### config.mk
export PLATFORM = sky130hd
export DESIGN_NAME = temperature_to_decimal_ascii_core
export DESIGN_NICKNAME = d
export VERILOG_FILES = /design/src/rtl/tdac_pkg.sv /design/src/rtl/tdac_digits.sv /design/src/rtl/temperature_to_decimal_ascii_core.sv
export SDC_FILE = /design/constraint.sdc
export NUM_CORES = 1
export LEC_CHECK = 0
export BUFFER_PORTS_ARGS = -buffer_cell sky130_fd_sc_hd__buf_2
export CAP_MARGIN = 20
export CELL_PAD_IN_SITES_DETAIL_PLACEMENT = 0
export CELL_PAD_IN_SITES_GLOBAL_PLACEMENT = 2
export CORE_MARGIN = 5
export CORE_UTILIZATION = 25
export CTS_CLUSTER_DIAMETER = 100
export DETAILED_ROUTE_END_ITERATION = 8
export HOLD_SLACK_MARGIN = 0.15
export PLACE_DENSITY = 0.64
export SLEW_MARGIN = 0
export SYNTH_ARGS = -nofsm -noshare
export SYNTH_HDL_FRONTEND = slang
export SYNTH_SLANG_ARGS = --single-unit
export TNS_END_PERCENT = 20
### constraint.sdc
create_clock -name aclk -period 23.2 [get_ports aclk]
set_input_delay 4.64 -clock aclk [delete_from_list [all_inputs] [get_ports aclk]]
set_output_delay 4.64 -clock aclk [all_outputs]
set_load 0.005 [all_outputs]
### src/rtl/tdac_pkg.sv
`timescale 1ns / 1ps
// tdac_pkg: types, constants and tables shared by the temperature to ascii core
// no dependencies

package tdac_pkg;

    localparam int RAW_W        = 12;
    localparam int CHAR_W       = 7;
    localparam int COL_W        = 3;
    localparam int S_TDATA_W    = 16;
    localparam int M_TDATA_W    = 16;

    localparam int SUFFIX_LENGTH = 6;
    localparam int SUFFIX_MAX    = 7;
    localparam int SUFFIX_USED   = (SUFFIX_LENGTH > SUFFIX_MAX) ? SUFFIX_MAX : SUFFIX_LENGTH;
    localparam int HEAD_CHARS    = 7;
    localparam int TOTAL_CHARS   = HEAD_CHARS + SUFFIX_USED;
    localparam int IDX_W         = $clog2(HEAD_CHARS + SUFFIX_MAX);

    localparam logic [CHAR_W-1:0] CHAR_PLUS  = 7'h2B;
    localparam logic [CHAR_W-1:0] CHAR_MINUS = 7'h2D;
    localparam logic [CHAR_W-1:0] CHAR_POINT = 7'h2E;
    localparam logic [2:0]        DIGIT_HI   = 3'b011;

    localparam logic [CHAR_W-1:0] SUFFIX_WORD [SUFFIX_MAX] = '{
        7'h43, 7'h65, 7'h6C, 7'h73, 7'h69, 7'h75, 7'h73
    };

    // (25*f+2)>>2 for the low nibble f, as two bcd digits
    localparam logic [7:0] FRAC_BCD [16] = '{
        8'h00, 8'h06, 8'h13, 8'h19, 8'h25, 8'h31, 8'h38, 8'h44,
        8'h50, 8'h56, 8'h63, 8'h69, 8'h75, 8'h81, 8'h88, 8'h94
    };

    typedef struct packed {
        logic       neg;
        logic [3:0] d4;
        logic [3:0] d3;
        logic [3:0] d2;
        logic [3:0] d1;
        logic [3:0] d0;
    } digits_t;

endpackage

### src/rtl/tdac_digits.sv
`timescale 1ns / 1ps
// tdac_digits: splits a signed 1/16 degree reading into sign and five decimal digits
// depends on tdac_pkg

module tdac_digits
    import tdac_pkg::*;
(
    input  logic [RAW_W-1:0] raw,
    output digits_t          digits
);

    logic             neg;
    logic [RAW_W-1:0] mag;
    logic [7:0]       whole;
    logic             hundred;
    logic [6:0]       rem;
    logic [14:0]      tens_prod;
    logic [3:0]       tens;
    logic [7:0]       tens_x10;
    logic [7:0]       units;
    logic [7:0]       frac;

    // the whole degrees are the magnitude above the nibble, the nibble gives the fraction
    always_comb begin
        neg       = raw[RAW_W-1];
        mag       = neg ? (~raw + 1'b1) : raw;
        whole     = mag[RAW_W-1:4];
        hundred   = (whole >= 8'd100);
        rem       = 7'(whole - (hundred ? 8'd100 : 8'd0));
        // rem below 100, so rem*205 >> 11 is rem/10
        tens_prod = 15'(rem) * 15'd205;
        tens      = tens_prod[14:11];
        tens_x10  = {1'b0, tens, 3'b000} + {3'b000, tens, 1'b0};
        units     = {1'b0, rem} - tens_x10;
        frac      = FRAC_BCD[mag[3:0]];

        digits.neg = neg;
        digits.d4  = {3'b000, hundred};
        digits.d3  = tens;
        digits.d2  = units[3:0];
        digits.d1  = frac[7:4];
        digits.d0  = frac[3:0];
    end

endmodule

### src/rtl/temperature_to_decimal_ascii_core.sv
`timescale 1ns / 1ps
// temperature_to_decimal_ascii_core: turns a temperature reading into a run of ascii characters
// depends on tdac_pkg and tdac_digits

// Each accepted reading (12-bit two's complement, 1/16 degree per LSB, in s_axis_tdata[11:0])
// gives a run of 13 characters on the master side, one per cycle unless m_axis_tready is low:
// sign, three integer digits, point, two fraction digits rounded to hundredths, then "Celsiu".
// The first seven characters carry the display column and have tuser set; tlast marks the
// final character. A reading is held in a one-deep input register while the previous run is
// still going out, so a new reading can be taken before the previous run is finished; the
// character sequencer drives the single output register. On an idle block a reading passes
// through the input register and the current register before it reaches the output register.

module temperature_to_decimal_ascii_core
    import tdac_pkg::*;
(
    input  logic                 aclk,
    input  logic                 aresetn,

    input  logic                 s_axis_tvalid,
    output logic                 s_axis_tready,
    input  logic [S_TDATA_W-1:0] s_axis_tdata,   // [11:0] raw_reading, rest zero

    output logic                 m_axis_tvalid,
    input  logic                 m_axis_tready,
    output logic [M_TDATA_W-1:0] m_axis_tdata,   // [6:0] char_code, [9:7] lcd_column, rest zero
    output logic                 m_axis_tuser,   // [0] lcd_write
    output logic                 m_axis_tlast
);

    localparam logic [IDX_W-1:0] LAST_IDX = IDX_W'(TOTAL_CHARS - 1);
    localparam logic [IDX_W-1:0] HEAD_END = IDX_W'(HEAD_CHARS);

    digits_t          in_digits;
    digits_t          pend_reg, pend_next;
    logic             pend_valid_reg, pend_valid_next;
    digits_t          cur_reg, cur_next;
    logic             active_reg, active_next;
    logic [IDX_W-1:0] idx_reg, idx_next;

    logic              out_valid_reg, out_valid_next;
    logic [CHAR_W-1:0] out_char_reg, out_char_next;
    logic [COL_W-1:0]  out_col_reg, out_col_next;
    logic              out_wr_reg, out_wr_next;
    logic              out_last_reg, out_last_next;

    logic              s_accept;
    logic              out_free;
    logic [CHAR_W-1:0] ch;
    logic [COL_W-1:0]  col;
    logic              wr;
    logic [2:0]        sfx_sel;

    tdac_digits u_digits (
        .raw    (s_axis_tdata[RAW_W-1:0]),
        .digits (in_digits)
    );

    assign s_axis_tready = !pend_valid_reg;
    assign s_accept      = s_axis_tvalid && s_axis_tready;
    assign out_free      = !out_valid_reg || m_axis_tready;

    // character for the current position of the run
    always_comb begin
        sfx_sel = 3'(idx_reg - HEAD_END);
        ch      = SUFFIX_WORD[sfx_sel];
        col     = '0;
        wr      = 1'b0;
        if (idx_reg < HEAD_END) begin
            wr  = 1'b1;
            col = (idx_reg == '0) ? '0 : COL_W'(idx_reg + 1'b1);
            case (idx_reg)
                4'd0:    ch = cur_reg.neg ? CHAR_MINUS : CHAR_PLUS;
                4'd1:    ch = {DIGIT_HI, cur_reg.d4};
                4'd2:    ch = {DIGIT_HI, cur_reg.d3};
                4'd3:    ch = {DIGIT_HI, cur_reg.d2};
                4'd4:    ch = CHAR_POINT;
                4'd5:    ch = {DIGIT_HI, cur_reg.d1};
                default: ch = {DIGIT_HI, cur_reg.d0};
            endcase
        end
    end

    always_comb begin
        pend_next       = pend_reg;
        pend_valid_next = pend_valid_reg;
        cur_next        = cur_reg;
        active_next     = active_reg;
        idx_next        = idx_reg;
        out_valid_next  = out_valid_reg && !m_axis_tready;
        out_char_next   = out_char_reg;
        out_col_next    = out_col_reg;
        out_wr_next     = out_wr_reg;
        out_last_next   = out_last_reg;

        if (s_accept) begin
            pend_next       = in_digits;
            pend_valid_next = 1'b1;
        end

        if (active_reg && out_free) begin
            out_valid_next = 1'b1;
            out_char_next  = ch;
            out_col_next   = col;
            out_wr_next    = wr;
            out_last_next  = (idx_reg == LAST_IDX);
            if (idx_reg == LAST_IDX) begin
                idx_next = '0;
                // chain the waiting reading straight on
                if (pend_valid_reg) begin
                    cur_next        = pend_reg;
                    pend_valid_next = 1'b0;
                end else begin
                    active_next = 1'b0;
                end
            end else begin
                idx_next = idx_reg + 1'b1;
            end
        end else if (!active_reg && pend_valid_reg) begin
            cur_next        = pend_reg;
            pend_valid_next = 1'b0;
            active_next     = 1'b1;
            idx_next        = '0;
        end
    end

    always_ff @(posedge aclk) begin
        if (!aresetn) begin
            pend_valid_reg <= 1'b0;
            active_reg     <= 1'b0;
            idx_reg        <= '0;
            out_valid_reg  <= 1'b0;
        end else begin
            pend_valid_reg <= pend_valid_next;
            active_reg     <= active_next;
            idx_reg        <= idx_next;
            out_valid_reg  <= out_valid_next;
        end
        pend_reg     <= pend_next;
        cur_reg      <= cur_next;
        out_char_reg <= out_char_next;
        out_col_reg  <= out_col_next;
        out_wr_reg   <= out_wr_next;
        out_last_reg <= out_last_next;
    end

    assign m_axis_tvalid = out_valid_reg;
    assign m_axis_tdata  = {(M_TDATA_W - CHAR_W - COL_W)'(0), out_col_reg, out_char_reg};
    assign m_axis_tuser  = out_wr_reg;
    assign m_axis_tlast  = out_last_reg;

endmodule
======== After elaboration in Yosys (flattened, before gate mapping) ========
Memory sizes are Yosys's and may differ from the RTL's. A register that Yosys moved wholly into a read port is not among the register bits.
Cells that the tools add are included.
cells by class
  eq/ne operators ......................... 9
  multiply operators ...................... 1
  multiplexer cells ....................... 25
  add/subtract/negate cells ............... 6
  reduce and logical (&&, ||, !) cells .... 14
  bitwise logic cells ..................... 4
  order comparisons ....................... 3
operator list
  operator                                                            number
  2-to-1 mux 21 bit                                                   4
  case mux 5 bit (6 select lines)                                     1
  2-to-1 mux 7 bit                                                    4
  multiplier 7 x 8 -> 15 bit (second input constant)                  1
  adder 12 x 1 -> 12 bit (second input constant)                      1
  2-to-1 mux 12 bit                                                   1
  2-to-1 mux 4 bit                                                    3
  NOT 12 bit                                                          1
  2-to-1 mux 1 bit                                                    11
  == test 4 x 2 -> 1 bit (second input constant)                      2
  == test 4 x 3 -> 1 bit (second input constant)                      2
  greater-or-equal comparator 8 x 7 -> 1 bit (second input constant)  1
  subtractor 7 bit                                                    1
  AND reduction 3 bit                                                 2
  NOT 4 -> 5 bit                                                      1
  adder 4 x 1 -> 4 bit (second input constant)                        1
  adder 4 bit                                                         1
  == test 4 x 1 -> 1 bit (second input constant)                      1
  == test 4 bit (second input constant)                               1
  greater-or-equal comparator 4 bit (second input constant)           1
  logical AND 1 bit                                                   4
  zero test 1 bit                                                     4
  zero test 4 bit                                                     1
  < comparator 4 x 3 -> 1 bit (second input constant)                 1
  10 further kinds                                                    11
word-level totals
  bits of input ports ..................... 20
  output and inout port bits .............. 20
  memory bits (read-only) ................. 184
  register bits ........................... 50
  memories ................................ 2
  word-level logic and storage cells ...... 82
memory list
  name              depth  bits a word  rd ports  clocked after Yosys merged registers in  write ports  line                                     text
  (name not given)  16     8            1         1                                        0            tdac_digits.sv:35                        frac = FRAC_BCD[mag[3:0]];
  (name not given)  8      7            1         0                                        0            temperature_to_decimal_ascii_core.sv:66  ch = SUFFIX_WORD[sfx_sel];

======== Longest topological paths before layout ========
  depth in word-level cells ............... 9
  depth in mapped cells ................... 31
  gate-level depth less buffers ........... 31

======== Hierarchy ========
Synthesis repeated with hierarchy kept, for this count alone.
unflattened totals
  cells, all modules ...................... 369
  area, all modules ....................... 4,162.7 um2
by module, submodules not included
  module                             sequential area each (um2)  area an instance (um2)  cells an instance  instances
  temperature_to_decimal_ascii_core  1,761.7                     2,573.7                 178                1
  tdac_digits                        0.0                         1,589.0                 191                1

======== Worst setup path before layout ========
No wires, ideal clock.
  path kind ............................... input-to-reg
  start point ............................. input port s_axis_tdata[3]
  end point ............................... register pend_reg[11] in the netlist's numbering, data pin
  cell stages on the path ................. 30
  buffers on the path ..................... 1
  path slack .............................. 11,963 ps
  arrival time ............................ 10,979 ps
  setup time .............................. 258 ps
  data required time ...................... 22,942 ps
  cell sequence ........................... buf_2 -> or3_1 -> o21ai_1 -> xnor2_1 -> a31oi_1 -> o32ai_2 -> ha_1 -> ha_1 -> nand2_1 -> a21oi_1 -> xnor3_1 -> ha_1 -> ha_1 -> fa_1 -> inv_1 -> fa_1 -> inv_1 -> ha_1 -> a31oi_1 -> o21ai_0 -> a211o_1 -> a31oi_1 -> xnor2_1 -> ha_1 -> or4b_1 -> o21ai_0 -> nor3_1 -> mux2i_1 -> xnor2_1 -> xnor2_1
RTL lines
  item                  line                                      text
  from (decl)           temperature_to_decimal_ascii_core.sv:22   input logic [S_TDATA_W-1:0] s_axis_tdata,
  to (signal assigned)  temperature_to_decimal_ascii_core.sv:139  pend_reg <= pend_next;
  to (decl)             temperature_to_decimal_ascii_core.sv:35   digits_t pend_reg, pend_next;

==> reports/metrics.yaml <==
sta:
  worst_pin_slew_ns: 0.760
  skew_ns: 0.00333
  post-route-min-period_ns: 11.93
  setup_viol: 0
  whs_ns: 0.421
  relSlewSlack_pct: 49.3
  fmax_mhz: 83.8
  rsz0062_at_grt: "false"
  hold_violations: 0
  final_max_slew_viol_count: 0
  fin_crit_sh_pct: 51.4
  setup_tns_ns: 0
clock_network:
  cts.hold.buffers_added: 0
  h-tree-depth: 2
  clk_pin_slew_ns: 0.07
  cts-root-buf: "clkbuf_16"
  insertion_delay_ns: 0.29
  cts.repair.resized: 0
  clockBufferDepth: 2
  cts_made_buffers: 5
  post_cts_buffers: 0
  cts_tree: "done"
  cts_sinks: 55
grt:
  gr-usage-all-layers_pct: 8.30
  grt_pass1_wl_um: 12300
  grt_max_degree: 20
  grt_pass1_vias: 2528
  antenna_found_initial: 0
  grt_overflow: 0
worst_setup_path:
  crit_type: "input port to register"
  slowest_stage: "fa_1"
  cp-end-kind: "register"
  start_kind: "input port"
  cp_common_cell: "ha_1"
  rr_startpoint: "idx_reg[0]"
  cp_max_fo: 6
  arrival_ns: 11.97
  cpPeakStageDelay_ns: 0.51
  crit_start: "s_axis_tdata[0]"
  required_ns: 23.24
routing:
  ant_nets: 0
  first_pass_iters: 4
  drcViolationCount: 0
  via_per_inst: 4.56
  num_vias: 2532
  routedWlPerCell_um: 12.9
  wirelength_um: 7180
  dr.first_iter.drc_count: 126
finish:
  final_cell_mix: "edfxtp_1, ha_1, inv_1, buf_2, nand2_1"
  final_nets: 445
  syn_to_final_growth_pct: 12.8
  final_util_pct: 28.8
  antenna_cells: 0
  drive_gt1_share_pct: 12.4
  fillCellCount: 1516
  final_common_cell: "edfxtp_1"
  post-route-cell-area_um2: 4200
synth:
  syn-cell-area_um2: 3730
  async_reset_ff_share_pct: 0
  synth.area.top_cells: "edfxtp_1, ha_1, fa_1, dfxtp_1, xnor2_1"
  synth_edf_count: 48
  netlist.top_cell.by_area: "edfxtp_1"
  avgSynthCellArea_um2: 10.9
  yosys_warnings: 0
  synth_seq_cells: 55
  synthFlopType: "edfxtp_1"
  yosysTopAreaCellShare_pct: 38.7
  postSynthCellCount: 342
  synth_cell_types: 54
  yosysSeqAreaShare_pct: 42.4
place:
  place.gp.congestion: 0.791
  dp_hpwl_um: 5810
  io_buffer_count: 29
  placed_area_um2: 4050
power_and_ir_drop:
  power.density_nw_per_um2: 117
  peakVddDrop_uv: 57.7
  leakagePower_nw: 1.69
floorplan:
  rows: 44
  die_area_um2: 17500
  coreArea_um2: 14600
  die_h_um: 132
  die_w_um: 132
  ioPinCount: 40
  initial_utilization_pct: 25.5
outcome:
  outcome: "finished clean"
worst_hold_path:
  hp-start: "pend_reg[14]"
  hold_path_class: "register to register"
flow_run:
  max_cap_violations: 0
[cell usage after synthesis, types with 2 or more instances]
master     n
a211oi_1   3
a21oi_1   18
a221oi_1   2
a22oi_1    6
a31oi_1   10
and2_1     3
buf_2      3
buf_4      6
clkbuf_1   6
dfxtp_1    7
edfxtp_1  48
fa_1       8
ha_1      47
inv_1     34
mux2i_1    3
nand2_1   21
nand2b_1   7
nand3_1    4
nand4_1    3
nor2_1    16
nor2b_1    8
nor3_1     5
nor3b_1    2
o21a_1     4
o21ai_0   13
o21ai_1    2
o221ai_1   2
o31ai_1    3
or3_1      4
xnor2_1   15
xor2_1     6
[logic make-up after synthesis]
logic type / share of synthesized area [%]
buffers and inverters: 5.64
other: 0.101
xor gates and xnor gates: 5.54
muxes: 0.806
adders and majority gates: 20.1
DFF: 42.4
and+or+nand+nor: 11.9
AOI/OAI and AO/OA: 13.5
[stage by stage]
stage	setup WS [ns]	power (mW)	cells
detailed placement	10.92	0.427	547
finish	11.27	0.493	555
floorplan	11.96	0.365	347
global route	10.68	0.546	555
global placement	10.90	0.422	547
CTS	11.21	0.503	555
[power by group]
part	switching (mW)	internal (mW)
Clock	0.0332	0.0404
Sequential	0.00360	0.138
Combinational	0.154	0.124
Total	0.191	0.302
[final timing paths]
| check | to | slack (ns) | cells after the start |
|---|---|---|---|
| hold / removal | cur_reg[14] | 0.42 | 0 |
| hold reg to reg | cur_reg[14] | 0.42 | 0 |
| setup reg to reg | out_char_reg[3] | 20.94 | 6 |
| setup / recovery | pend_reg[11] | 11.27 | 32 |
[worst max-delay path, delay by kind of cell]
family / cells / cell delay, ns
XOR/XNOR: 5 / 0.85
adder cells (fa/ha/maj): 9 / 3.02
buffers and inverters: 4 / 0.39
multiplexers: 1 / 0.17
AND/OR/NAND/NOR: 4 / 0.73
AO/OA/AOI/OAI: 9 / 2.16
[area by class of cell]
cell class | instances | area (um^2) | share of cell area (%)
inverters | 34 | 128 | 3.04
clock inverters | 3 | 23.8 | 0.566
flip-flops and latches | 55 | 1580 | 37.6
repair buffers | 31 | 160 | 3.81
multi-input cells | 243 | 1950 | 46.5
well taps | 184 | 230 | 5.48
clock buffers | 5 | 125 | 2.98
[per-layer routing]
| metal | share of wire [%] | global-route usage [%] | up-vias |
|---|---|---|---|
| met5 | 0 | 0 | - |
| met4 | 0.71 | 2.06 | 0 |
| met3 | 3.9 | 2.02 | 4 |
| met2 | 47 | 14.0 | 43 |
| met1 | 48 | 10.7 | 1199 |
| li1 | - | - | 1286 |
Power figures use the tool's default switching activity.
